## src/hw/rtl/vipc_pkg.sv

```systemverilog
// Package for the VXLAN inner packet classifier: parse phase and status codes,
// header constants, configuration and verdict types.
// No dependencies.
package vipc_pkg;

    localparam int PhaseW = 4;
    localparam int OffW   = 6;
    localparam int HlenW  = 6;
    localparam int StatW  = 4;
    localparam int CfgIdxW = 8;

    localparam logic [PhaseW-1:0] PH_OUTER_ETH = 4'd0;
    localparam logic [PhaseW-1:0] PH_OUTER_IP  = 4'd1;
    localparam logic [PhaseW-1:0] PH_OUTER_UDP = 4'd2;
    localparam logic [PhaseW-1:0] PH_VXLAN     = 4'd3;
    localparam logic [PhaseW-1:0] PH_INNER_ETH = 4'd4;
    localparam logic [PhaseW-1:0] PH_INNER_IP  = 4'd5;
    localparam logic [PhaseW-1:0] PH_ICMP      = 4'd6;
    localparam logic [PhaseW-1:0] PH_TCP       = 4'd7;
    localparam logic [PhaseW-1:0] PH_UDP       = 4'd8;
    localparam logic [PhaseW-1:0] PH_DONE      = 4'd9;

    localparam logic [StatW-1:0] ST_ICMP          = 4'd0;
    localparam logic [StatW-1:0] ST_TCP           = 4'd1;
    localparam logic [StatW-1:0] ST_UDP           = 4'd2;
    localparam logic [StatW-1:0] ST_OTHER         = 4'd3;
    localparam logic [StatW-1:0] ST_OUTER_IHL     = 4'd4;
    localparam logic [StatW-1:0] ST_OUTER_NOT_UDP = 4'd5;
    localparam logic [StatW-1:0] ST_NOT_VXLAN     = 4'd6;
    localparam logic [StatW-1:0] ST_INNER_IHL     = 4'd7;
    localparam logic [StatW-1:0] ST_TCP_OFFSET    = 4'd8;
    localparam logic [StatW-1:0] ST_TRUNCATED     = 4'd9;

    localparam logic [CfgIdxW-1:0] CFG_VXLAN_PORT = 8'd0;
    localparam logic [CfgIdxW-1:0] CFG_VLAN_TYPE  = 8'd1;

    localparam logic [15:0] VXLAN_PORT_RST = 16'd4789;
    localparam logic [15:0] VLAN_TYPE_RST  = 16'h8100;

    localparam logic [7:0] PROTO_ICMP = 8'h01;
    localparam logic [7:0] PROTO_TCP  = 8'h06;
    localparam logic [7:0] PROTO_UDP  = 8'h11;

    localparam logic [7:0] ICMP_ECHO_REPLY = 8'd0;
    localparam logic [7:0] ICMP_ECHO       = 8'd8;

    localparam logic [HlenW-1:0] ETH_HLEN      = 6'd14;
    localparam logic [HlenW-1:0] ETH_VLAN_HLEN = 6'd18;
    localparam logic [3:0]       MIN_WORDS     = 4'd5;

    typedef struct packed {
        logic [15:0] vxlan_udp_port;
        logic [15:0] vlan_tag_type;
    } cfg_t;

    typedef struct packed {
        logic [StatW-1:0] status;
        logic [7:0]       inner_protocol;
        logic [31:0]      inner_src_addr;
        logic [31:0]      inner_dst_addr;
        logic [15:0]      src_port;
        logic [15:0]      dst_port;
        logic [7:0]       tcp_flags;
        logic [7:0]       icmp_type;
        logic [15:0]      echo_id;
        logic [15:0]      echo_seq;
    } verdict_t;

    typedef struct packed {
        logic     valid;
        verdict_t verdict;
    } res_push_t;

endpackage

```

## src/hw/rtl/vipc_channels.sv

```systemverilog
// Channel interfaces of the classifier: frame bytes in, verdicts out, config writes.
// Depends on vipc_pkg.
interface vipc_frame_if import vipc_pkg::*; ();
    logic       valid;
    logic       ready;
    logic [7:0] data_byte;
    logic       last_byte;

    modport source (output valid, output data_byte, output last_byte, input ready);
    modport sink   (input valid, input data_byte, input last_byte, output ready);
endinterface

interface vipc_verdict_if import vipc_pkg::*; ();
    logic             valid;
    logic             ready;
    logic [StatW-1:0] status;
    logic [7:0]       inner_protocol;
    logic [31:0]      inner_src_addr;
    logic [31:0]      inner_dst_addr;
    logic [15:0]      src_port;
    logic [15:0]      dst_port;
    logic [7:0]       tcp_flags;
    logic [7:0]       icmp_type;
    logic [15:0]      echo_id;
    logic [15:0]      echo_seq;

    modport source (output valid, output status, output inner_protocol,
                    output inner_src_addr, output inner_dst_addr, output src_port,
                    output dst_port, output tcp_flags, output icmp_type,
                    output echo_id, output echo_seq, input ready);
    modport sink   (input valid, input status, input inner_protocol,
                    input inner_src_addr, input inner_dst_addr, input src_port,
                    input dst_port, input tcp_flags, input icmp_type,
                    input echo_id, input echo_seq, output ready);
endinterface

interface vipc_cfg_if import vipc_pkg::*; ();
    logic               valid;
    logic               ready;
    logic [CfgIdxW-1:0] reg_index;
    logic [15:0]        wr_data;

    modport source (output valid, output reg_index, output wr_data, input ready);
    modport sink   (input valid, input reg_index, input wr_data, output ready);
endinterface

```

## src/hw/rtl/vipc_cfg_regs.sv

```systemverilog
// Configuration registers: VXLAN UDP port and VLAN tag ethertype.
// Depends on vipc_pkg.
module vipc_cfg_regs import vipc_pkg::*; (
    input  logic               clk,
    input  logic               rst_n,
    input  logic               wr_valid,
    output logic               wr_ready,
    input  logic [CfgIdxW-1:0] wr_index,
    input  logic [15:0]        wr_data,
    output cfg_t               cfg
);

    cfg_t cfg_reg;

    assign wr_ready = 1'b1;
    assign cfg      = cfg_reg;

    always_ff @(posedge clk or negedge rst_n)
    begin
        if (!rst_n)
        begin
            cfg_reg.vxlan_udp_port <= VXLAN_PORT_RST;
            cfg_reg.vlan_tag_type  <= VLAN_TYPE_RST;
        end
        else if (wr_valid)
        begin
            unique case (wr_index)
                CFG_VXLAN_PORT: cfg_reg.vxlan_udp_port <= wr_data;
                CFG_VLAN_TYPE:  cfg_reg.vlan_tag_type  <= wr_data;
                default:
                begin
                end
            endcase
        end
    end

endmodule

```

## src/hw/rtl/vipc_parser.sv

```systemverilog
// Byte input register and header parser: tracks the parse phase, captures inner
// fields and forms the verdict on the last byte of a frame. Depends on vipc_pkg.
module vipc_parser import vipc_pkg::*; (
    input  logic       clk,
    input  logic       rst_n,
    input  logic       in_valid,
    output logic       in_ready,
    input  logic [7:0] in_data,
    input  logic       in_last,
    input  cfg_t       cfg,
    input  logic       stall,
    output res_push_t  push
);

    logic              in_valid_reg;
    logic [7:0]        in_byte_reg;
    logic              in_last_reg;
    logic              adv;

    logic [PhaseW-1:0] phase_reg, phase_next;
    logic [OffW-1:0]   off_reg, off_next;
    logic [HlenW-1:0]  hlen_reg, hlen_next;
    logic [15:0]       tshift_reg, tshift_next;
    logic [StatW-1:0]  code_reg, code_next;
    logic [31:0]       src_addr_reg, src_addr_next;
    logic [31:0]       dst_addr_reg, dst_addr_next;
    logic [15:0]       port0_reg, port0_next;
    logic [15:0]       port1_reg, port1_next;
    logic [15:0]       echo_id_reg, echo_id_next;
    logic [15:0]       echo_seq_reg, echo_seq_next;
    logic [7:0]        proto_reg, proto_next;
    logic [7:0]        flags_reg, flags_next;
    logic [7:0]        icmp_reg, icmp_next;

    logic [7:0]        b;
    logic [OffW-1:0]   off;
    logic [OffW:0]     off_p1;
    logic              inner;
    logic              fixed;
    logic [StatW-1:0]  status;
    verdict_t          vd;

    assign adv      = in_valid_reg && !stall;
    assign in_ready = !in_valid_reg || adv;
    assign b        = in_byte_reg;
    assign off      = off_reg;
    assign off_p1   = {1'b0, off_reg} + {{OffW{1'b0}}, 1'b1};

    always_ff @(posedge clk or negedge rst_n)
    begin
        if (!rst_n)
        begin
            in_valid_reg <= 1'b0;
        end
        else if (in_ready)
        begin
            in_valid_reg <= in_valid;
        end
    end

    always_ff @(posedge clk)
    begin
        if (in_ready && in_valid)
        begin
            in_byte_reg <= in_data;
            in_last_reg <= in_last;
        end
    end

    always_comb
    begin
        phase_next    = phase_reg;
        off_next      = off_reg + {{(OffW-1){1'b0}}, 1'b1};
        hlen_next     = hlen_reg;
        tshift_next   = tshift_reg;
        code_next     = code_reg;
        src_addr_next = src_addr_reg;
        dst_addr_next = dst_addr_reg;
        port0_next    = port0_reg;
        port1_next    = port1_reg;
        echo_id_next  = echo_id_reg;
        echo_seq_next = echo_seq_reg;
        proto_next    = proto_reg;
        flags_next    = flags_reg;
        icmp_next     = icmp_reg;
        inner         = (phase_reg == PH_INNER_ETH) || (phase_reg == PH_INNER_IP);

        unique case (phase_reg)
            PH_OUTER_ETH, PH_INNER_ETH:
            begin
                tshift_next = {tshift_reg[7:0], b};
                if (off == 6'd0)
                    hlen_next = ETH_HLEN;
                if (off == 6'd13 && tshift_next == cfg.vlan_tag_type)
                    hlen_next = ETH_VLAN_HLEN;
                if (off_p1 == {1'b0, hlen_next})
                begin
                    phase_next  = inner ? PH_INNER_IP : PH_OUTER_IP;
                    off_next    = '0;
                    tshift_next = '0;
                end
            end
            PH_OUTER_IP, PH_INNER_IP:
            begin
                if (off == 6'd0 && b[3:0] < MIN_WORDS)
                begin
                    code_next  = inner ? ST_INNER_IHL : ST_OUTER_IHL;
                    phase_next = PH_DONE;
                end
                else if (off == 6'd9 && !inner && b != PROTO_UDP)
                begin
                    code_next  = ST_OUTER_NOT_UDP;
                    phase_next = PH_DONE;
                end
                else
                begin
                    if (off == 6'd0)
                        hlen_next = {b[3:0], 2'b00};
                    if (off == 6'd9 && inner)
                        proto_next = b;
                    if (inner && off >= 6'd12 && off <= 6'd15)
                        src_addr_next = {src_addr_reg[23:0], b};
                    if (inner && off >= 6'd16 && off <= 6'd19)
                        dst_addr_next = {dst_addr_reg[23:0], b};
                    if (off_p1 == {1'b0, hlen_next})
                    begin
                        off_next    = '0;
                        tshift_next = '0;
                        if (!inner)
                            phase_next = PH_OUTER_UDP;
                        else if (proto_next == PROTO_ICMP)
                            phase_next = PH_ICMP;
                        else if (proto_next == PROTO_TCP)
                            phase_next = PH_TCP;
                        else if (proto_next == PROTO_UDP)
                            phase_next = PH_UDP;
                        else
                        begin
                            code_next  = ST_OTHER;
                            phase_next = PH_DONE;
                        end
                    end
                end
            end
            PH_OUTER_UDP:
            begin
                if (off <= 6'd1)
                    port0_next = {port0_reg[7:0], b};
                else if (off <= 6'd3)
                    port1_next = {port1_reg[7:0], b};
                if (off == 6'd3 && port0_next != cfg.vxlan_udp_port
                    && port1_next != cfg.vxlan_udp_port)
                begin
                    code_next  = ST_NOT_VXLAN;
                    phase_next = PH_DONE;
                end
                else if (off == 6'd7)
                begin
                    port0_next  = '0;
                    port1_next  = '0;
                    phase_next  = PH_VXLAN;
                    off_next    = '0;
                    tshift_next = '0;
                end
            end
            PH_VXLAN:
            begin
                if (off == 6'd7)
                begin
                    phase_next  = PH_INNER_ETH;
                    off_next    = '0;
                    tshift_next = '0;
                end
            end
            PH_ICMP:
            begin
                if (off == 6'd0)
                    icmp_next = b;
                else if (off == 6'd4 || off == 6'd5)
                    echo_id_next = {echo_id_reg[7:0], b};
                else if (off == 6'd6 || off == 6'd7)
                    echo_seq_next = {echo_seq_reg[7:0], b};
                if (off == 6'd7)
                begin
                    code_next  = ST_ICMP;
                    phase_next = PH_DONE;
                end
            end
            PH_TCP:
            begin
                if (off <= 6'd1)
                    port0_next = {port0_reg[7:0], b};
                else if (off <= 6'd3)
                    port1_next = {port1_reg[7:0], b};
                else if (off == 6'd12 && b[7:4] < MIN_WORDS)
                begin
                    code_next  = ST_TCP_OFFSET;
                    phase_next = PH_DONE;
                end
                else if (off == 6'd13)
                    flags_next = b;
                if (off == 6'd19)
                begin
                    code_next  = ST_TCP;
                    phase_next = PH_DONE;
                end
            end
            PH_UDP:
            begin
                if (off <= 6'd1)
                    port0_next = {port0_reg[7:0], b};
                else if (off <= 6'd3)
                    port1_next = {port1_reg[7:0], b};
                if (off == 6'd7)
                begin
                    code_next  = ST_UDP;
                    phase_next = PH_DONE;
                end
            end
            default:
            begin
                off_next = off_reg;
            end
        endcase
    end

    always_comb
    begin
        fixed = (phase_next == PH_DONE);
        status = fixed ? code_next : ST_TRUNCATED;
        vd = '0;
        vd.status = status;
        if (status <= ST_OTHER)
        begin
            vd.inner_protocol = proto_next;
            vd.inner_src_addr = src_addr_next;
            vd.inner_dst_addr = dst_addr_next;
        end
        if (status == ST_TCP || status == ST_UDP)
        begin
            vd.src_port = port0_next;
            vd.dst_port = port1_next;
        end
        if (status == ST_TCP)
            vd.tcp_flags = flags_next;
        if (status == ST_ICMP)
        begin
            vd.icmp_type = icmp_next;
            if (icmp_next == ICMP_ECHO_REPLY || icmp_next == ICMP_ECHO)
            begin
                vd.echo_id  = echo_id_next;
                vd.echo_seq = echo_seq_next;
            end
        end
    end

    assign push.valid   = adv && in_last_reg;
    assign push.verdict = vd;

    always_ff @(posedge clk or negedge rst_n)
    begin
        if (!rst_n)
        begin
            phase_reg    <= PH_OUTER_ETH;
            off_reg      <= '0;
            hlen_reg     <= '0;
            tshift_reg   <= '0;
            code_reg     <= '0;
            src_addr_reg <= '0;
            dst_addr_reg <= '0;
            port0_reg    <= '0;
            port1_reg    <= '0;
            echo_id_reg  <= '0;
            echo_seq_reg <= '0;
            proto_reg    <= '0;
            flags_reg    <= '0;
            icmp_reg     <= '0;
        end
        else if (adv)
        begin
            if (in_last_reg)
            begin
                phase_reg    <= PH_OUTER_ETH;
                off_reg      <= '0;
                hlen_reg     <= '0;
                tshift_reg   <= '0;
                code_reg     <= '0;
                src_addr_reg <= '0;
                dst_addr_reg <= '0;
                port0_reg    <= '0;
                port1_reg    <= '0;
                echo_id_reg  <= '0;
                echo_seq_reg <= '0;
                proto_reg    <= '0;
                flags_reg    <= '0;
                icmp_reg     <= '0;
            end
            else
            begin
                phase_reg    <= phase_next;
                off_reg      <= off_next;
                hlen_reg     <= hlen_next;
                tshift_reg   <= tshift_next;
                code_reg     <= code_next;
                src_addr_reg <= src_addr_next;
                dst_addr_reg <= dst_addr_next;
                port0_reg    <= port0_next;
                port1_reg    <= port1_next;
                echo_id_reg  <= echo_id_next;
                echo_seq_reg <= echo_seq_next;
                proto_reg    <= proto_next;
                flags_reg    <= flags_next;
                icmp_reg     <= icmp_next;
            end
        end
    end

endmodule

```

## src/hw/rtl/vipc_out_buf.sv

```systemverilog
// Verdict output register with a skid entry behind it.
// Depends on vipc_pkg.
module vipc_out_buf import vipc_pkg::*; (
    input  logic      clk,
    input  logic      rst_n,
    input  res_push_t push,
    output logic      stall,
    output logic      out_valid,
    input  logic      out_ready,
    output verdict_t  out_verdict
);

    logic     out_valid_reg;
    verdict_t out_reg;
    logic     skid_valid_reg;
    verdict_t skid_reg;

    assign stall       = skid_valid_reg;
    assign out_valid   = out_valid_reg;
    assign out_verdict = out_reg;

    always_ff @(posedge clk or negedge rst_n)
    begin
        if (!rst_n)
        begin
            out_valid_reg  <= 1'b0;
            skid_valid_reg <= 1'b0;
        end
        else if (!out_valid_reg || out_ready)
        begin
            if (skid_valid_reg)
            begin
                out_valid_reg  <= 1'b1;
                skid_valid_reg <= 1'b0;
            end
            else
            begin
                out_valid_reg <= push.valid;
            end
        end
        else if (push.valid)
        begin
            skid_valid_reg <= 1'b1;
        end
    end

    always_ff @(posedge clk)
    begin
        if (!out_valid_reg || out_ready)
        begin
            out_reg <= skid_valid_reg ? skid_reg : push.verdict;
        end
        else if (push.valid)
        begin
            skid_reg <= push.verdict;
        end
    end

endmodule

```

## src/hw/rtl/vxlan_inner_packet_classifier.sv

```systemverilog
// VXLAN inner packet classifier: one frame byte per item, one verdict per frame.
// Throughput: one byte per cycle while the skid entry is empty (it stalls the parser).
// The last byte is registered on input; its verdict is then registered at the output.
// A two-entry output (register plus skid) lets bytes keep flowing while a verdict waits.
// Reset clears parse state and restores the VXLAN port (4789) and VLAN type (0x8100).
// Depends on vipc_pkg, vipc_channels, vipc_cfg_regs, vipc_parser, vipc_out_buf.
module vxlan_inner_packet_classifier import vipc_pkg::*; (
    input  logic         clk,
    input  logic         rst_n,
    vipc_frame_if.sink   frame,
    vipc_verdict_if.source verdict,
    vipc_cfg_if.sink     cfg
);

    cfg_t      cfg_regs;
    res_push_t push;
    logic      stall;
    verdict_t  vd;

    vipc_cfg_regs u_cfg (
        .clk      (clk),
        .rst_n    (rst_n),
        .wr_valid (cfg.valid),
        .wr_ready (cfg.ready),
        .wr_index (cfg.reg_index),
        .wr_data  (cfg.wr_data),
        .cfg      (cfg_regs)
    );

    vipc_parser u_parser (
        .clk      (clk),
        .rst_n    (rst_n),
        .in_valid (frame.valid),
        .in_ready (frame.ready),
        .in_data  (frame.data_byte),
        .in_last  (frame.last_byte),
        .cfg      (cfg_regs),
        .stall    (stall),
        .push     (push)
    );

    vipc_out_buf u_out (
        .clk         (clk),
        .rst_n       (rst_n),
        .push        (push),
        .stall       (stall),
        .out_valid   (verdict.valid),
        .out_ready   (verdict.ready),
        .out_verdict (vd)
    );

    assign verdict.status         = vd.status;
    assign verdict.inner_protocol = vd.inner_protocol;
    assign verdict.inner_src_addr = vd.inner_src_addr;
    assign verdict.inner_dst_addr = vd.inner_dst_addr;
    assign verdict.src_port       = vd.src_port;
    assign verdict.dst_port       = vd.dst_port;
    assign verdict.tcp_flags      = vd.tcp_flags;
    assign verdict.icmp_type      = vd.icmp_type;
    assign verdict.echo_id        = vd.echo_id;
    assign verdict.echo_seq       = vd.echo_seq;

endmodule

```

## src/flat_wrapper.sv

```systemverilog
// flat-port wrapper written by rule: the top's interface ports become plain ports
module vxlan_inner_packet_classifier_flat import vipc_pkg::*;
  (clk, rst_n, frame_valid, frame_data_byte, frame_last_byte, frame_ready, verdict_valid, verdict_status, verdict_inner_protocol, verdict_inner_src_addr, verdict_inner_dst_addr, verdict_src_port, verdict_dst_port, verdict_tcp_flags, verdict_icmp_type, verdict_echo_id, verdict_echo_seq, verdict_ready, cfg_valid, cfg_reg_index, cfg_wr_data, cfg_ready);
  vipc_frame_if frame_i ();
  vipc_verdict_if verdict_i ();
  vipc_cfg_if cfg_i ();
  input  logic clk;
  input  logic rst_n;
  input wire logic [$bits(frame_i.valid)-1:0] frame_valid;
  input wire logic [$bits(frame_i.data_byte)-1:0] frame_data_byte;
  input wire logic [$bits(frame_i.last_byte)-1:0] frame_last_byte;
  output wire logic [$bits(frame_i.ready)-1:0] frame_ready;
  output wire logic [$bits(verdict_i.valid)-1:0] verdict_valid;
  output wire logic [$bits(verdict_i.status)-1:0] verdict_status;
  output wire logic [$bits(verdict_i.inner_protocol)-1:0] verdict_inner_protocol;
  output wire logic [$bits(verdict_i.inner_src_addr)-1:0] verdict_inner_src_addr;
  output wire logic [$bits(verdict_i.inner_dst_addr)-1:0] verdict_inner_dst_addr;
  output wire logic [$bits(verdict_i.src_port)-1:0] verdict_src_port;
  output wire logic [$bits(verdict_i.dst_port)-1:0] verdict_dst_port;
  output wire logic [$bits(verdict_i.tcp_flags)-1:0] verdict_tcp_flags;
  output wire logic [$bits(verdict_i.icmp_type)-1:0] verdict_icmp_type;
  output wire logic [$bits(verdict_i.echo_id)-1:0] verdict_echo_id;
  output wire logic [$bits(verdict_i.echo_seq)-1:0] verdict_echo_seq;
  input wire logic [$bits(verdict_i.ready)-1:0] verdict_ready;
  input wire logic [$bits(cfg_i.valid)-1:0] cfg_valid;
  input wire logic [$bits(cfg_i.reg_index)-1:0] cfg_reg_index;
  input wire logic [$bits(cfg_i.wr_data)-1:0] cfg_wr_data;
  output wire logic [$bits(cfg_i.ready)-1:0] cfg_ready;
  assign frame_i.valid = frame_valid;
  assign frame_i.data_byte = frame_data_byte;
  assign frame_i.last_byte = frame_last_byte;
  assign frame_ready = frame_i.ready;
  assign verdict_valid = verdict_i.valid;
  assign verdict_status = verdict_i.status;
  assign verdict_inner_protocol = verdict_i.inner_protocol;
  assign verdict_inner_src_addr = verdict_i.inner_src_addr;
  assign verdict_inner_dst_addr = verdict_i.inner_dst_addr;
  assign verdict_src_port = verdict_i.src_port;
  assign verdict_dst_port = verdict_i.dst_port;
  assign verdict_tcp_flags = verdict_i.tcp_flags;
  assign verdict_icmp_type = verdict_i.icmp_type;
  assign verdict_echo_id = verdict_i.echo_id;
  assign verdict_echo_seq = verdict_i.echo_seq;
  assign verdict_i.ready = verdict_ready;
  assign cfg_i.valid = cfg_valid;
  assign cfg_i.reg_index = cfg_reg_index;
  assign cfg_i.wr_data = cfg_wr_data;
  assign cfg_ready = cfg_i.ready;
  vxlan_inner_packet_classifier u_core (.clk(clk), .rst_n(rst_n), .frame(frame_i), .verdict(verdict_i), .cfg(cfg_i));
endmodule
```

## config.mk

```make
export PLATFORM = sky130hd
export DESIGN_NAME = vxlan_inner_packet_classifier_flat
export DESIGN_NICKNAME = d
export VERILOG_FILES = /design/src/hw/rtl/vipc_pkg.sv /design/src/hw/rtl/vipc_channels.sv /design/src/hw/rtl/vipc_cfg_regs.sv /design/src/hw/rtl/vipc_parser.sv /design/src/hw/rtl/vipc_out_buf.sv /design/src/hw/rtl/vxlan_inner_packet_classifier.sv /design/src/flat_wrapper.sv
export SDC_FILE = /design/constraint.sdc
export NUM_CORES = 1
export LEC_CHECK = 0
export BUFFER_PORTS_ARGS = -buffer_cell sky130_fd_sc_hd__buf_4
export CAP_MARGIN = 5
export CORE_MARGIN = 2
export CORE_UTILIZATION = 65
export CTS_CLUSTER_SIZE = 28
export DETAILED_ROUTE_END_ITERATION = 10
export MAX_ROUTING_LAYER = met4
export PLACE_DENSITY = 0.85
export REMOVE_ABC_BUFFERS = 1
export SYNTH_ARGS = -nofsm -noshare
export SYNTH_HDL_FRONTEND = slang
export SYNTH_SLANG_ARGS = --single-unit
```

## constraint.sdc

```tcl
create_clock -name clk -period 23.9 [get_ports clk]
set_input_delay 4.78 -clock clk [delete_from_list [all_inputs] [get_ports clk]]
set_output_delay 4.78 -clock clk [all_outputs]
set_load 0.03 [all_outputs]
```

# Word level (Yosys, flattened, before mapping)
# Cells that the tools add are included.
# word_totals
ff_bits,544
inputBits,38
memories,0
elab_cells,256
latch_bits,0
output_inout_bits,159
ram_bits,0
mem_bits_ro,0
# classes
n_div,0
n_shift,0
n_mul,0
n_eq_ne,35
mux,122
n_addsub,2
n_reduce_logical,46
n_lt_le_gt_ge,9
bitwise,1
# ops
operator,count
16-bit 2-to-1 mux,27
32-bit 2-to-1 mux,12
156-bit 2-to-1 mux,1
8-bit 2-to-1 mux,18
4-bit 2-to-1 mux,32
6-bit 2-to-1 mux,17
72-bit 2-to-1 mux,1
16-bit case mux with 2 select lines,2
16-bit case mux with 4 select lines,1
40-bit 2-to-1 mux,1
16-bit != test,2
6-bit case mux with 5 select lines,1
6-bit by 3-bit equality test with 1-bit output (second input constant),4
4-bit case mux with 6 select lines,1
4-bit case mux with 5 select lines,1
6-bit by 4-bit equality test with 1-bit output (second input constant),3
16-bit equality test,1
4-bit by 3-bit equality test with 1-bit output (second input constant),4
8-bit by 1-bit equality test with 1-bit output (second input constant),2
8-bit logical NOT,2
1-bit logical AND,15
7-bit by 6-bit equality test with 1-bit output,2
4-bit by 2-bit equality test with 1-bit output (second input constant),3
3-bit != test (second input constant),4
other kinds (36),58

# Longest topological paths before layout
# logic_depth
depth_word,23
mapped_depth,17

# Hierarchy
# From an unflattened synthesis, not the netlist that was laid out.
# hier_totals
cells_unflattened,1998
area_unflattened_um2,24815.0
# by_module_without_submodules
mod,area_per_inst_um2,seq_area_each_um2,cells_each,n_inst
vipc_parser,12141.6,4799.6,1431,1
vipc_out_buf,11372.2,9419.0,493,1
vipc_cfg_regs,1301.2,812.0,74,1

# Least setup slack after synthesis
# No wires, ideal clock.
# synth_timing
path_type,in2reg
start,input verdict_ready
end,"register u_core.u_out.skid_reg[0] (netlist name), enable pin"
path_stages,2
required_ns,22.263
t_arrival_ns,16.878
path_buffers,0
slack_ns,5.385
cell_sequence,nand2b_1 -> nor2_1
# synth_via
elab_chain_len,3
# synth_lines
element,line,source
start: declaration,flat_wrapper.sv:24,input wire logic [$bits(verdict_i.ready)-1:0] verdict_ready;
1-bit logical OR,vipc_out_buf.sv:49,if (!out_valid_reg || out_ready)
1-bit inverter (no source line),-,
2-bit AND reduction (no source line),-,
end signal: assignment,vipc_out_buf.sv:55,skid_reg <= push.verdict;
end: declaration,vipc_out_buf.sv:16,verdict_t skid_reg;
# Every way passes these cells.
# A chain may end at the register's enable or synchronous reset.

# Final worst setup path
# layout_timing
start,register u_core.u_out.skid_valid_reg (netlist: u_core.u_out.stall)
end,output frame_ready
# layout_via
elab_chain_len,3
# layout_lines
element,line,source
start: declaration,vipc_out_buf.sv:15,logic skid_valid_reg;
start signal: assignment,vipc_out_buf.sv:27,skid_valid_reg <= 1'b0;
start signal: assignment,vipc_out_buf.sv:34,skid_valid_reg <= 1'b0;
start signal: assignment,vipc_out_buf.sv:43,skid_valid_reg <= 1'b1;
1-bit logical NOT,vipc_parser.sv:43,assign adv = in_valid_reg && !stall;
1-bit logical AND,vipc_parser.sv:43,
1-bit logical OR,vipc_parser.sv:44,assign in_ready = !in_valid_reg || adv;
end: declaration,flat_wrapper.sv:12,output wire logic [$bits(frame_i.ready)-1:0] frame_ready;
# Every way passes these cells.

==> results.toml <==
[finish]
fillerInstances = 2435
fin_area_um2 = 28300
finalNonFillerCells = 2805
fin_util_pct = 75.4
nets = 2292
area_growth_pct = 14.7
final_layout_size_suffix_gt1_share_pct = 16.8
antennaDiodeCount = 0

[detailed_routing]
drc = 0
initialDrtViolationCount = 1743
ant_nets = 0
wirelength_um = 62600
post_drt_wl_per_cell_um = 22.3
vias = 18200
viasPerCell = 6.49
first_pass_iters = 6

[critical_path]
crit_buf_inv = 1
cp_top_family = "flip-flops"
slowest_stage = "dfrtp_4"
arrival_ps = 1940
crit_required_ps = 19120
end_kind = "primary output"
cp_slowest_stage_delay_ps = 850
criticalPathCategory = "reg -> out"
worstSetupStartpointType = "flip-flop"
timing.critical_path.fanout_max = 60
cp_cell_sequence = "nand2_1 -> buf_4"

[pwr]
finalPower_w = 0.00227
ir_drop_v = 0.0000685
powerDensity_nw_per_um2 = 80.0
p_leak_nw = 10.8

[floorplanning]
die_x_um = 199
rows = 71
dieArea_um2 = 39600
ios = 197
die_y_um = 199
start_util_pct = 65.7
core_area_um2 = 37600

[synth]
netlist_instances = 2126
synthArstFlopShare_pct = 40.1
synth_seq_cells = 536
ys_types = 75
yosysSeqAreaShare_pct = 60.8
synth.yosys.warnings = 0
synth_ff_type = "edfxtp_1"
synth_edf_count = 321
synth.cell_area_um2 = 24700
syn_avg_cell_area_um2 = 11.6

[timing]
slew_headroom_pct = 11.2
rsz0062_at_grt = "no"
finalHoldViolations = 0
max_slew.worst_pin.slew_ps = 1330
maxSlewViolCount = 0
finalSetupViolCount = 0
period_minus_slack_ps = 6720
period_share_pct = 28.1
fmax_mhz = 149
finalClockSkew_ps = 20.4
setup_tns_ps = 0

[place]
dpl.hpwl_um = 39500
io_buffer_count = 195
postPlaceCellArea_um2 = 26500
gp_congestion = 0.984
place_inst = 2705

[global_routing]
track_usage_pct = 33.2
top_usage_layer = "met2"
grt_overflow = 0
grt_first_pass_wirelength_um = 98400
grt_max_degree = 103
antenna_found_initial = 0
grt_use_met1_pct = 45.5
grtUsageMet3_pct = 4.58
grt_pass1_vias = 17500
grtUsageMet2_pct = 51.8

[clock_tree]
ctsResizeCount = 0
clockBufferDepth = 3
numCtsBuffers = 52
cts_sinks = 536
htree_levels = 2
clockRootBuffer = "clkbuf_16"
hold_buffers = 0
cts_setup_buffers = 0
clkLatencyLatePin_ps = 610
cts_tree = "built"
clk_pin_slew_worst_paths_ps = 60

[min_path]
min_path_type = "reg -> reg"

[outcome]
status = "finished, final reports clean"

[flow_run]
drv_cap = 0
-- final cells by class --
cell class | count | area, um2 | share of cell area [%]
Tap cell | 511 | 639 | 2.26
Sequential cell | 536 | 15000 | 53.1
Multi-Input combinational cell | 1393 | 8960 | 31.6
Timing Repair Buffer | 236 | 1790 | 6.30
Clock buffer | 73 | 1510 | 5.34
Inverter | 31 | 116 | 0.411
Clock inverter | 25 | 279 | 0.985
-- per-layer routing --
metal | up-vias | share of wire [%]
met2 | 819 | 48
met1 | 9059 | 41
met5 | - | 0
li1 | 8168 | -
met3 | 157 | 6.9
met4 | 0 | 3.2
-- final timing paths --
kind,endpoint,depth (start not counted),slack [ps],startpoint
worst max-delay path,frame_ready,2,17180,u_core.u_out.stall
worst min-delay path,u_core.u_parser.flags_reg[6],2,480,u_core.u_parser.flags_reg[6]
worst min register to register,u_core.u_parser.flags_reg[6],2,480,u_core.u_parser.flags_reg[6]
worst max register to register,u_core.u_out.out_verdict[127],13,17380,u_core.u_parser.off[0]
max in group asynchronous,u_core.u_parser.off[3],2,18160,rst_n
min in group asynchronous,u_core.u_parser.port1_reg[12],1,4260,rst_n
-- synthesized netlist by cell type (5+ instances only) --
cell,n,share of area (%)
and2_1,8,0.20
xnor2_1,22,0.78
o31ai_1,120,3.6
clkbuf_1,131,2.0
nand3_1,21,0.43
nand4_1,8,0.20
nor4_1,12,0.30
dfstp_2,9,0.96
nor2_1,182,2.8
a211oi_1,9,0.27
and3_1,6,0.15
a21oi_1,54,1.1
a22o_1,139,4.9
inv_1,30,0.46
o211ai_1,7,0.21
mux2i_1,104,4.2
o21ai_0,101,2.0
edfxtp_1,321,39
nor3_1,20,0.41
dfrtp_1,206,21
nand2_1,303,4.6
mux2_2,28,1.3
nand2b_1,21,0.53
a32o_1,33,1.3
buf_2,28,0.57
xor2_1,37,1.3
nor3b_1,31,0.94
a22oi_1,8,0.24
o22ai_1,12,0.30
o21ai_1,13,0.26
a21o_1,5,0.15
a31oi_1,5,0.13
nor4b_1,6,0.21
-- tightest hold or removal path: stages (launching register included) --
cell     delay (ps)
dfrtp_1         340
nand2_1          50
o21ai_0          60
-- report_power, final --
group          internal, W  switching (W)  leakage, nW
Clock             0.000505       0.000348        0.884
Combinational     0.000107       0.000235         3.78
Sequential         0.00104      0.0000362         6.09
-- per-stage QoR --
step / hold WS [ps] / worst slack, ps
3_3_place_gp: 455 / 16910
5_1_grt: 516 / 16930
3_5_place_dp: 471 / 16810
6_report: 483 / 17180
2_1_floorplan: 442 / 5380
4_1_cts: 484 / 17150
-- cell usage in the layout (no fill, tap or decap), types with 9 or more instances in the layout --
cell,instances
nand2_1,302
a32o_1,33
xnor2_1,21
a22o_1,139
clkbuf_1,10
mux2_2,28
nor4_1,12
buf_4,234
dfrtp_1,205
clkbuf_8,10
dfstp_2,9
nand3_1,20
nor3b_1,31
o31ai_1,120
inv_1,30
nor2_1,179
o22ai_1,12
mux2i_1,104
nor3_1,19
clkbuf_16,54
o21ai_0,101
clkinv_1,10
xor2_1,36
o21ai_1,11
nand2b_1,20
a21oi_1,54
edfxtp_1,321
-- cells by family after synthesis --
kind of cell,count (synthesis),share of synthesized area [%]
DFF,536,60.8
other,1,0.0152
xor gates and xnor gates,59,2.09
muxes,132,5.49
buffers and inverters,197,3.24
AOI/OAI and AO/OA,547,16.2
and+or+nand+nor,650,11.9
adders and majority gates,4,0.203
Power figures use the tool's default switching activity.
